`src/sv/tpm_pkg.sv`:
```
// shared types and constants for the i2c target pointer memory
// no dependencies; used by every module of the block except tpm_ram

package tpm_pkg;

  localparam int STORE_DEPTH_DEF = 256;
  localparam int SIZE_W          = 9;
  localparam int BYTE_W          = 8;
  localparam logic [SIZE_W-1:0] SIZE_RESET = 9'd100;

  typedef enum logic [2:0] {
    OP_WRITE_BYTE = 3'd0,
    OP_READ_REQ   = 3'd1,
    OP_READ_DONE  = 3'd2,
    OP_STOP       = 3'd3,
    OP_WRITE_REQ  = 3'd4,
    OP_HOST_WR    = 3'd5,
    OP_HOST_RD    = 3'd6,
    OP_IGNORE     = 3'd7
  } opcode_t;

  typedef struct packed {
    opcode_t           opcode;
    logic [BYTE_W-1:0] data_in;
    logic [BYTE_W-1:0] host_offset;
  } in_item_t;

  typedef struct packed {
    logic [BYTE_W-1:0] read_data;
    logic              error;
  } out_item_t;

  // store access issued by the control stage
  typedef struct packed {
    logic              wr_en;
    logic [BYTE_W-1:0] wr_addr;
    logic [BYTE_W-1:0] wr_data;
    logic              rd_en;
    logic [BYTE_W-1:0] rd_addr;
  } store_req_t;

  // what the result stage needs to know about an accepted item
  typedef struct packed {
    logic rd_hit;
    logic err;
  } stage_info_t;

endpackage

```
`src/sv/tpm_ram.sv`:
```
// generic single write port, single read port ram with registered read
// no dependencies

module tpm_ram #(
  parameter int WIDTH = 8,
  parameter int DEPTH = 256
) (
  input  logic                     clk,
  input  logic                     wr_en,
  input  logic [$clog2(DEPTH)-1:0] wr_addr,
  input  logic [WIDTH-1:0]         wr_data,
  input  logic                     rd_en,
  input  logic [$clog2(DEPTH)-1:0] rd_addr,
  output logic [WIDTH-1:0]         rd_data
);

  logic [WIDTH-1:0] mem [DEPTH];

  always_ff @(posedge clk) begin
    if (wr_en) begin
      mem[wr_addr] <= wr_data;
    end
    if (rd_en) begin
      rd_data <= mem[rd_addr];
    end
  end

endmodule

```
`src/sv/tpm_store.sv`:
```
// byte store: ram plus one valid bit per entry so that reset clears it at once
// depends on tpm_pkg and tpm_ram

module tpm_store #(
  parameter int STORE_DEPTH = tpm_pkg::STORE_DEPTH_DEF
) (
  input  logic                        clk,
  input  logic                        rst_n,
  input  tpm_pkg::store_req_t         req,
  output logic [tpm_pkg::BYTE_W-1:0]  rd_data
);

  localparam int AW = $clog2(STORE_DEPTH);

  logic [STORE_DEPTH-1:0]       valid_r;
  logic                         vbit_r;
  logic [tpm_pkg::BYTE_W-1:0]   ram_q;

  tpm_ram #(
    .WIDTH (tpm_pkg::BYTE_W),
    .DEPTH (STORE_DEPTH)
  ) u_ram (
    .clk     (clk),
    .wr_en   (req.wr_en),
    .wr_addr (req.wr_addr[AW-1:0]),
    .wr_data (req.wr_data),
    .rd_en   (req.rd_en),
    .rd_addr (req.rd_addr[AW-1:0]),
    .rd_data (ram_q)
  );

  always_ff @(posedge clk) begin
    if (!rst_n) begin
      valid_r <= '0;
      vbit_r  <= 1'b0;
    end else begin
      if (req.wr_en) begin
        valid_r[req.wr_addr[AW-1:0]] <= 1'b1;
      end
      if (req.rd_en) begin
        vbit_r <= valid_r[req.rd_addr[AW-1:0]];
      end
    end
  end

  // an entry never written since reset reads as zero
  assign rd_data = vbit_r ? ram_q : '0;

endmodule

```
`src/sv/tpm_ctrl.sv`:
```
// event decode, pointer state and range checks for one accepted item
// depends on tpm_pkg

module tpm_ctrl #(
  parameter int STORE_DEPTH = tpm_pkg::STORE_DEPTH_DEF
) (
  input  logic                        clk,
  input  logic                        rst_n,
  input  logic                        accept,
  input  tpm_pkg::in_item_t           item,
  input  logic [tpm_pkg::SIZE_W-1:0]  active_size,
  output tpm_pkg::store_req_t         req,
  output tpm_pkg::stage_info_t        info
);

  localparam logic [tpm_pkg::SIZE_W-1:0] DEPTH_LIM = tpm_pkg::SIZE_W'(STORE_DEPTH);

  logic [tpm_pkg::BYTE_W-1:0] ptr_r, ptr_nxt;
  logic                       pending_r, pending_nxt;
  logic [tpm_pkg::BYTE_W-1:0] ptr_inc;
  logic [tpm_pkg::SIZE_W-1:0] lim;
  logic                       ptr_ok, inc_ok, data_ok, offs_ok;

  assign lim     = (active_size > DEPTH_LIM) ? DEPTH_LIM : active_size;
  assign ptr_inc = ptr_r + 1'b1;
  assign ptr_ok  = {1'b0, ptr_r} < lim;
  assign inc_ok  = {1'b0, ptr_inc} < lim;
  assign data_ok = {1'b0, item.data_in} < lim;
  assign offs_ok = {1'b0, item.host_offset} < lim;

  always_comb begin
    ptr_nxt     = ptr_r;
    pending_nxt = pending_r;
    req         = '0;
    info        = '0;
    req.wr_data = item.data_in;
    req.wr_addr = ptr_r;
    req.rd_addr = ptr_r;
    case (item.opcode)
      tpm_pkg::OP_WRITE_BYTE: begin
        if (pending_r) begin
          // first byte after start or stop sets the pointer
          if (data_ok) begin
            ptr_nxt     = item.data_in;
            pending_nxt = 1'b0;
          end else begin
            info.err = 1'b1;
          end
        end else if (ptr_ok) begin
          req.wr_en = 1'b1;
          ptr_nxt   = ptr_inc;
        end else begin
          info.err = 1'b1;
        end
      end
      tpm_pkg::OP_READ_REQ: begin
        req.rd_en   = ptr_ok;
        info.rd_hit = ptr_ok;
        info.err    = !ptr_ok;
      end
      tpm_pkg::OP_READ_DONE: begin
        // pointer advances even when the read then falls out of range
        ptr_nxt     = ptr_inc;
        req.rd_addr = ptr_inc;
        req.rd_en   = inc_ok;
        info.rd_hit = inc_ok;
        info.err    = !inc_ok;
      end
      tpm_pkg::OP_STOP,
      tpm_pkg::OP_WRITE_REQ: begin
        pending_nxt = 1'b1;
      end
      tpm_pkg::OP_HOST_WR: begin
        req.wr_addr = item.host_offset;
        req.wr_en   = offs_ok;
        info.err    = !offs_ok;
      end
      tpm_pkg::OP_HOST_RD: begin
        req.rd_addr = item.host_offset;
        req.rd_en   = offs_ok;
        info.rd_hit = offs_ok;
        info.err    = !offs_ok;
      end
      default: begin
      end
    endcase
    req.wr_en = req.wr_en && accept;
    req.rd_en = req.rd_en && accept;
  end

  always_ff @(posedge clk) begin
    if (!rst_n) begin
      ptr_r     <= '0;
      pending_r <= 1'b1;
    end else if (accept) begin
      ptr_r     <= ptr_nxt;
      pending_r <= pending_nxt;
    end
  end

endmodule

```
`src/sv/i2c_target_pointer_memory.sv`:
```
// top level of the i2c target pointer memory: handshakes, size register, result stage
// depends on tpm_pkg, tpm_ctrl and tpm_store

// Takes one bus or host event per clock while in_stall is low and gives exactly
// one result per event. The edge that takes an event updates the pointer and
// issues the store read; the registered read data moves into the output register
// once no result is held there or out_stall is low. With out_stall low the block
// sustains one event per cycle; the store's single registered read port and
// the output register set that figure.
// The store reads as zero after reset through one valid bit per entry, so there is
// no clearing pass and events are taken from the first cycle after reset.
// cfg_ready is always high; write active_size only while no event is in flight.

module i2c_target_pointer_memory #(
  parameter int STORE_DEPTH = tpm_pkg::STORE_DEPTH_DEF
) (
  input  logic                        clk,
  input  logic                        rst_n,
  input  logic                        in_valid,
  output logic                        in_stall,
  input  tpm_pkg::in_item_t           in_item,
  output logic                        out_valid,
  input  logic                        out_stall,
  output tpm_pkg::out_item_t          out_item,
  input  logic                        cfg_valid,
  output logic                        cfg_ready,
  input  logic [tpm_pkg::SIZE_W-1:0]  cfg_data
);

  logic [tpm_pkg::SIZE_W-1:0]  size_r;
  logic                        s1_valid_r;
  tpm_pkg::stage_info_t        s1_info_r;
  logic                        out_valid_r;
  tpm_pkg::out_item_t          out_item_r;
  logic                        s1_move;
  logic                        accept;
  tpm_pkg::store_req_t         req;
  tpm_pkg::stage_info_t        info;
  logic [tpm_pkg::BYTE_W-1:0]  rd_data;

  assign s1_move   = !out_valid_r || !out_stall;
  assign in_stall  = s1_valid_r && !s1_move;
  assign accept    = in_valid && !in_stall;
  assign cfg_ready = 1'b1;
  assign out_valid = out_valid_r;
  assign out_item  = out_item_r;

  tpm_ctrl #(
    .STORE_DEPTH (STORE_DEPTH)
  ) u_ctrl (
    .clk         (clk),
    .rst_n       (rst_n),
    .accept      (accept),
    .item        (in_item),
    .active_size (size_r),
    .req         (req),
    .info        (info)
  );

  tpm_store #(
    .STORE_DEPTH (STORE_DEPTH)
  ) u_store (
    .clk     (clk),
    .rst_n   (rst_n),
    .req     (req),
    .rd_data (rd_data)
  );

  always_ff @(posedge clk) begin
    if (!rst_n) begin
      size_r      <= tpm_pkg::SIZE_RESET;
      s1_valid_r  <= 1'b0;
      out_valid_r <= 1'b0;
    end else begin
      if (cfg_valid && cfg_ready) begin
        size_r <= cfg_data;
      end
      if (accept) begin
        s1_valid_r <= 1'b1;
      end else if (s1_move) begin
        s1_valid_r <= 1'b0;
      end
      if (s1_valid_r && s1_move) begin
        out_valid_r <= 1'b1;
      end else if (!out_stall) begin
        out_valid_r <= 1'b0;
      end
    end
  end

  // payload registers, no reset
  always_ff @(posedge clk) begin
    if (accept) begin
      s1_info_r <= info;
    end
    if (s1_valid_r && s1_move) begin
      out_item_r.read_data <= s1_info_r.rd_hit ? rd_data : '0;
      out_item_r.error     <= s1_info_r.err;
    end
  end

endmodule

```
`config.mk`:
```
export PLATFORM = sky130hd
export DESIGN_NAME = i2c_target_pointer_memory
export DESIGN_NICKNAME = d
export VERILOG_FILES = /design/src/sv/tpm_pkg.sv /design/src/sv/tpm_ram.sv /design/src/sv/tpm_store.sv /design/src/sv/tpm_ctrl.sv /design/src/sv/i2c_target_pointer_memory.sv
export SDC_FILE = /design/constraint.sdc
export NUM_CORES = 2
export LEC_CHECK = 0
export ABC_CLOCK_PERIOD_IN_PS = 7200
export BUFFER_PORTS_ARGS = -buffer_cell sky130_fd_sc_hd__buf_4
export CORE_MARGIN = 5
export CORE_UTILIZATION = 56
export CTS_BUF_LIST = sky130_fd_sc_hd__clkbuf_4 sky130_fd_sc_hd__clkbuf_8 sky130_fd_sc_hd__clkbuf_16
export CTS_CLUSTER_SIZE = 28
export DETAILED_ROUTE_END_ITERATION = 16
export PLACE_DENSITY = 0.73
export SYNTH_ARGS = -nofsm -noshare
export SYNTH_HDL_FRONTEND = slang
export SYNTH_SLANG_ARGS = --single-unit
```
`constraint.sdc`:
```
create_clock -name clk -period 7.2 [get_ports clk]
set_clock_uncertainty 0.05 [all_clocks]
set_input_delay 0.36 -clock clk [delete_from_list [all_inputs] [get_ports clk]]
set_output_delay 0.36 -clock clk [all_outputs]
set_load 0.005 [all_outputs]
```
Yosys cells after proc, flatten, opt, wreduce, memory -nomap -nowiden
Memory sizes are Yosys's and may differ from the RTL's. A register that Yosys moved wholly into a read port is not among the register bits.
Index checks and enable logic that the tools add are counted.
{"block": "classes", "n_addsub": 1, "order_cmp": 8, "n_eq_ne": 9, "mux": 27, "bitwise": 1, "reduce_logical": 23}
{"op": "$or A256 B256 Y256", "count": 1}
{"op": "$lt A8 B9 Y1", "count": 4}
{"op": "$mux W8", "count": 4}
{"op": "$pmux W8 S2", "count": 2}
{"op": "$lt A8 B9 Y1 const B", "count": 2}
{"op": "$mux W1", "count": 14}
{"op": "$eq A3 B3 Y1 const B", "count": 3}
{"op": "$gt A9 B9 Y1 const B", "count": 1}
{"op": "$mux W9", "count": 1}
{"op": "$add A8 B1 Y8 const B", "count": 1}
{"op": "$bmux W1 S8", "count": 1}
{"op": "$demux W1 S8", "count": 1}
{"op": "$ge A8 B1 Y1 const B", "count": 1}
{"op": "$logic_not A1 Y1", "count": 7}
{"op": "$eq A3 B2 Y1 const B", "count": 2}
{"op": "$logic_and A1 B1 Y1", "count": 6}
{"op": "$reduce_bool A2 Y1", "count": 3}
{"op": "$pmux W1 S2", "count": 2}
{"op": "$pmux W1 S4", "count": 1}
{"op": "$reduce_and A2 Y1", "count": 2}
{"op": "$reduce_and A4 Y1", "count": 1}
{"op": "$reduce_or A2 Y1", "count": 2}
{"op": "$eq A3 B1 Y1 const B", "count": 1}
{"op": "$logic_not A3 Y1", "count": 1}
{"op": "other kinds (5)", "count": 5}
{"block": "word_totals", "ff_bits": 288, "mem_bits_rw": 2048, "input_bits": 33, "out_inout_bits": 12, "n_memories": 1}
{"name": "u_store.u_ram.mem", "depth": 256, "width": 8, "read_ports": 1, "rd_clocked_by_memory_dff": 1, "write_ports": 1, "line_no": "tpm_ram.sv:17", "text": "logic [WIDTH-1:0] mem [DEPTH];"}

Logic depth before layout (Yosys ltp)
{"block": "logic_depth", "depth_word": 9, "ltp_mapped": 15, "ltp_nobuf": 13}

Hierarchy
A second synthesis with hierarchy kept.
{"block": "unflattened", "cells_unflattened": 5148, "hier_area_um2": 93367.0}
{"module": "tpm_ram", "instances": 1, "cells_each": 3733, "area_per_inst_um2": 79636.4, "seq_area_each_um2": 61739.2}
{"module": "tpm_store", "instances": 1, "cells_each": 1123, "area_per_inst_um2": 11100.6, "seq_area_each_um2": 5144.9}
{"module": "tpm_ctrl", "instances": 1, "cells_each": 234, "area_per_inst_um2": 1824.2, "seq_area_each_um2": 180.2}
{"module": "i2c_target_pointer_memory", "instances": 1, "cells_each": 58, "area_per_inst_um2": 805.8, "seq_area_each_um2": 550.5}

Least setup slack after synthesis
No wires, ideal clock.
{"block": "synth_path", "kind": "reg-to-reg", "start": "register size_r[8] (netlist bit)", "end": "memory u_store.u_ram.mem[100][0], enable pin", "setup_ns": 0.398, "arrival_time_ns": 3.424, "required_time_ns": 6.752, "setup_slack_ns": 3.328, "stages_incl_launch_ff": 14, "path_buffers": 4, "path_cell_list": "dfxtp_1 > clkbuf_1 > nand2b_1 > ha_1 > a21o_1 > a211oi_1 > o21ai_1 > a21o_1 > nor2b_1 > o22a_1 > clkbuf_1 > clkbuf_1 > clkbuf_1 > nor4_1"}
{"block": "synth_via", "elab_chain_cells": 9, "word_cells_on_any_way": 10, "classes_between": "order compare (3); mux (6); reduce/logical (1)"}
{"item": "start, declared", "line_no": "i2c_target_pointer_memory.sv:30", "text": "logic [tpm_pkg::SIZE_W-1:0] size_r;"}
{"item": "start signal, assigned", "line_no": "i2c_target_pointer_memory.sv:71", "text": "size_r <= tpm_pkg::SIZE_RESET;"}
{"item": "start signal, assigned", "line_no": "i2c_target_pointer_memory.sv:76", "text": "size_r <= cfg_data;"}
{"item": "$gt A9 B9 Y1", "line_no": "tpm_ctrl.sv:24", "text": "assign lim = (active_size > DEPTH_LIM) ? DEPTH_LIM : active_size;"}
{"item": "$mux W9 *", "line_no": "tpm_ctrl.sv:24"}
{"item": "$lt A8 B9 Y1", "line_no": "tpm_ctrl.sv:26", "text": "assign ptr_ok = {1'b0, ptr_r} < lim;"}
{"item": "$mux W1", "line_no": "tpm_ctrl.sv:49", "text": "end else if (ptr_ok) begin"}
{"item": "$mux W1", "line_no": "tpm_ctrl.sv:41", "text": "if (pending_r) begin"}
{"item": "$pmux W1 S2 *", "line_no": "tpm_ctrl.sv:39", "text": "case (item.opcode)"}
{"item": "$logic_and A1 B1 Y1 *", "line_no": "tpm_ctrl.sv:87", "text": "req.wr_en = req.wr_en && accept;"}
{"item": "$mux W1 *", "line_no": "tpm_ram.sv:20", "text": "if (wr_en) begin"}
{"item": "$mux W1 (implied by the code) *", "line_no": "tpm_ram.sv:21", "text": "mem[wr_addr] <= wr_data;"}
{"item": "end, declared", "line_no": "tpm_ram.sv:17"}
Mark *: on every way between the ends. The rest lies on a longest branch, timed or not.

Final worst setup path
{"block": "layout_path", "start": "register u_ctrl.ptr_r[0] (netlist bit)", "end": "register u_store.u_ram.rd_data[2], read port of u_store.u_ram.mem (data pin)"}
{"block": "layout_via", "elab_chain_cells": 4, "word_cells_on_any_way": 6, "classes_between": "add/sub (1); order compare (2); mux (2); reduce/logical (1)"}
{"item": "start, declared", "line_no": "tpm_ctrl.sv:18", "text": "logic [tpm_pkg::BYTE_W-1:0] ptr_r, ptr_nxt;"}
{"item": "start signal, assigned", "line_no": "tpm_ctrl.sv:96", "text": "ptr_r <= ptr_nxt;"}
{"item": "$add A8 B1 Y8", "line_no": "tpm_ctrl.sv:25", "text": "assign ptr_inc = ptr_r + 1'b1;"}
{"item": "$lt A8 B9 Y1", "line_no": "tpm_ctrl.sv:27", "text": "assign inc_ok = {1'b0, ptr_inc} < lim;"}
{"item": "$pmux W1 S3", "line_no": "tpm_ctrl.sv:39"}
{"item": "$logic_and A1 B1 Y1", "line_no": "tpm_ctrl.sv:88", "text": "req.rd_en = req.rd_en && accept;"}
{"item": "end, declared", "line_no": "tpm_ram.sv:14", "text": "output logic [WIDTH-1:0] rd_data"}
Several ways; a longest one is shown, not always the timed one.
A chain may end at the register's enable or synchronous reset.

==> metrics.txt <==
status=completed; initial antenna violation count=10; syn_nets=around 8000; Final Core Density=0.6376; Final min period=5332 ps; top-count cell post-synth=nand2_1; dominant cells by area after synthesis=edfxtp_1, nand2_1, dfxtp_1; area leader, netlist=edfxtp_1; Cell Area, Placed=around 0.10 sq mm; Setup Total Neg Slack=0 ps; first-pass GRT wire length=423.5 mm; H-tree depth=4; CTS root buf=clkbuf_16; detailed placement HPWL=approximately 170 mm; syn_area_per_cell=between 10 and 15 sq um; gr usage total=0.3149; fin cells=around 11000; Clock Path Buffers=3; TritonCTS clock tree=done; die height=around 420 um; Post-synth EDFFs=around 2100; die area=~0.18 sq mm; final slew viol count=0; synth unique cells=81; Pwr Density=roughly 280 mW/mm^2; Ys Warns=0; Routed WL per cell=27.50 um; Seq/Total Area, Yosys=0.7067; Synth top cells by count=nand2_1, edfxtp_1, nand3_1; GP Congestion=about 0.97; FILL cells=12290; global route overflow=0; Crit path arrival time=slightly below 6000 ps; DP Cell Count=~10000; nets=a little over 8000; Resized Gates After CTS=0; hold_buf cts=35; CP Class=register to register; HP Class=primary input to register; Post-Syn Area=0.09567 sq mm; setup violators final=0; vias per cell=6.528; area delta synth->final=13.06%; share of cells above drive strength 1=0.1167; Sink Count=around 2300; critical path launch point type=register; CP Max Fanout=between 70 and 80; register area=about 0.068 sq mm; Post-CTS Setup Bufs=0; Post-Layout Inst Area=0.1082 sq mm; Leak Pwr=roughly 37 nW; Core Region=0.1697 sq mm; peak supply drop=around 0.28 mV; fmax=about 190 MHz; I/O pin cnt=45; Pre-Repair DR Iteration Count=8; dominant synthesized flop cell=edfxtp_1; vias in the first global route=about 64000; Die Span X=between 400 and 500 um; final hold violation count=0; Initial Util=0.5639; Syn Inst Count=8087; max_cap viols=0; num rows=approximately 150; WP data required=7840 ps; Hold Slack=between 90 and 100 ps; Least-Margin Pin Slew=~1500 ps; area occupied by multi-input gates=about 0.026 sq mm; Tcrit/Tclk final=0.7405; Worst-path clk slew=70 ps; Post-Route WL=about 290 mm; RSZ-0062 raised after global routing=false; vias=slightly below 70000; post-detailed-route count of antenna-violating nets=0; Port Buffers=43; Post-synth ARST share=0; number of DRC markers in iteration 0=11020; largest net degree at the start of global routing=roughly 160; TritonCTS Buffers=between 200 and 250; crit path capture type=register; #FFs+latches synth=approximately 2300; Post-route DRC=0; clk_lat worst skew=about 870 ps; relative slew slack=0.02348; Synth top area share=0.6488
## kinds of logic (layout without fill, tap and decap cells)
group,after synthesis,count (layout),synth area share
compound gates,822,822,0.06047
xor+xnor,5,5,0.0004577
fa+ha+maj,29,29,0.003793
buf+inv,607,804,0.03126
flops,2344,2344,0.7067
mux,28,28,0.003152
other cells,1,8,0.00003920
simple gates,4251,4251,0.1941
## cell usage in the layout (no fill, tap or decap), types with 203 or more instances in the layout
master        n
nor2_1      479
dfxtp_1     277
nand2_1    2365
edfxtp_1   2067
nand3_1     723
a31oi_1     203
clkbuf_16   229
a311oi_1    218
buf_4       288
and3_1      268
## stage by stage
stage	total power (W)	setup WS, ps
global placement	0.01752	1668
global route	0.03054	1755
CTS	0.02976	2080
finish	0.02978	1868
detailed placement	0.01756	1924
floorplan	0.01647	3328
## per-layer routing
| metal | vias to the layer above | global-route usage | share of wire |
|---|---|---|---|
| met5 | - | 0 | 0.00022 |
| met4 | 10 | 0.1740 | 0.064 |
| met3 | 839 | 0.07140 | 0.12 |
| met2 | 4694 | 0.4776 | 0.45 |
| met1 | 33560 | 0.4251 | 0.36 |
| li1 | 29500 | - | - |
## sequential cells by signal (all words and copies together), names as in the netlist
signal,flops
out_valid,1
u_ctrl.ptr_r,8
u_store.u_ram.mem,2048
out_item,9
s1_valid_r,1
u_store.vbit_r,1
u_store.valid_r,256
u_store.u_ram.rd_data,8
s1_info_r,2
u_ctrl.pending_r,1
size_r,9
## worst paths after layout
| path | endpoint | startpoint | slack, ps | cells past startpoint |
|---|---|---|---|---|
| max | u_store.u_ram.rd_data[2] | u_ctrl.ptr_r[0] | 1870 | 11 |
| min reg2reg | out_item[0] | s1_info_r[0] | 380 | 0 |
| min | s1_info_r[1] | in_item[18] | 90 | 2 |
| max reg2reg | u_store.u_ram.rd_data[2] | u_ctrl.ptr_r[0] | 1870 | 11 |
## critical path: stages, from the launching register on
cell       delay, ps
dfxtp_1          740
ha_1             410
nor3b_1          210
a21oi_1          130
o2bb2ai_4        460
buf_12           430
buf_4            650
a311oi_1         250
o21ai_0          540
o21ai_0          470
a221o_1          500
a311oi_1         240
## report_power, final
part | internal (W) | switching [W] | total [W]
sequential | 0.0148 | 0.0000247 | 0.0148
combinational | 0.000634 | 0.00193 | 0.00256
clock | 0.00724 | 0.00517 | 0.0124
total | 0.0227 | 0.00712 | 0.0298
## cell type report
type	instances	share of cell area
diodes	7	0.0001619
clock buffers	323	0.06146
clock inverters	105	0.01187
inverters	10	0.0004164
multi-input cells	5136	0.2446
flip-flops and latches	2344	0.6251
well taps	2218	0.02565
repair buffers	366	0.03074
Power figures use the tool's default switching activity.
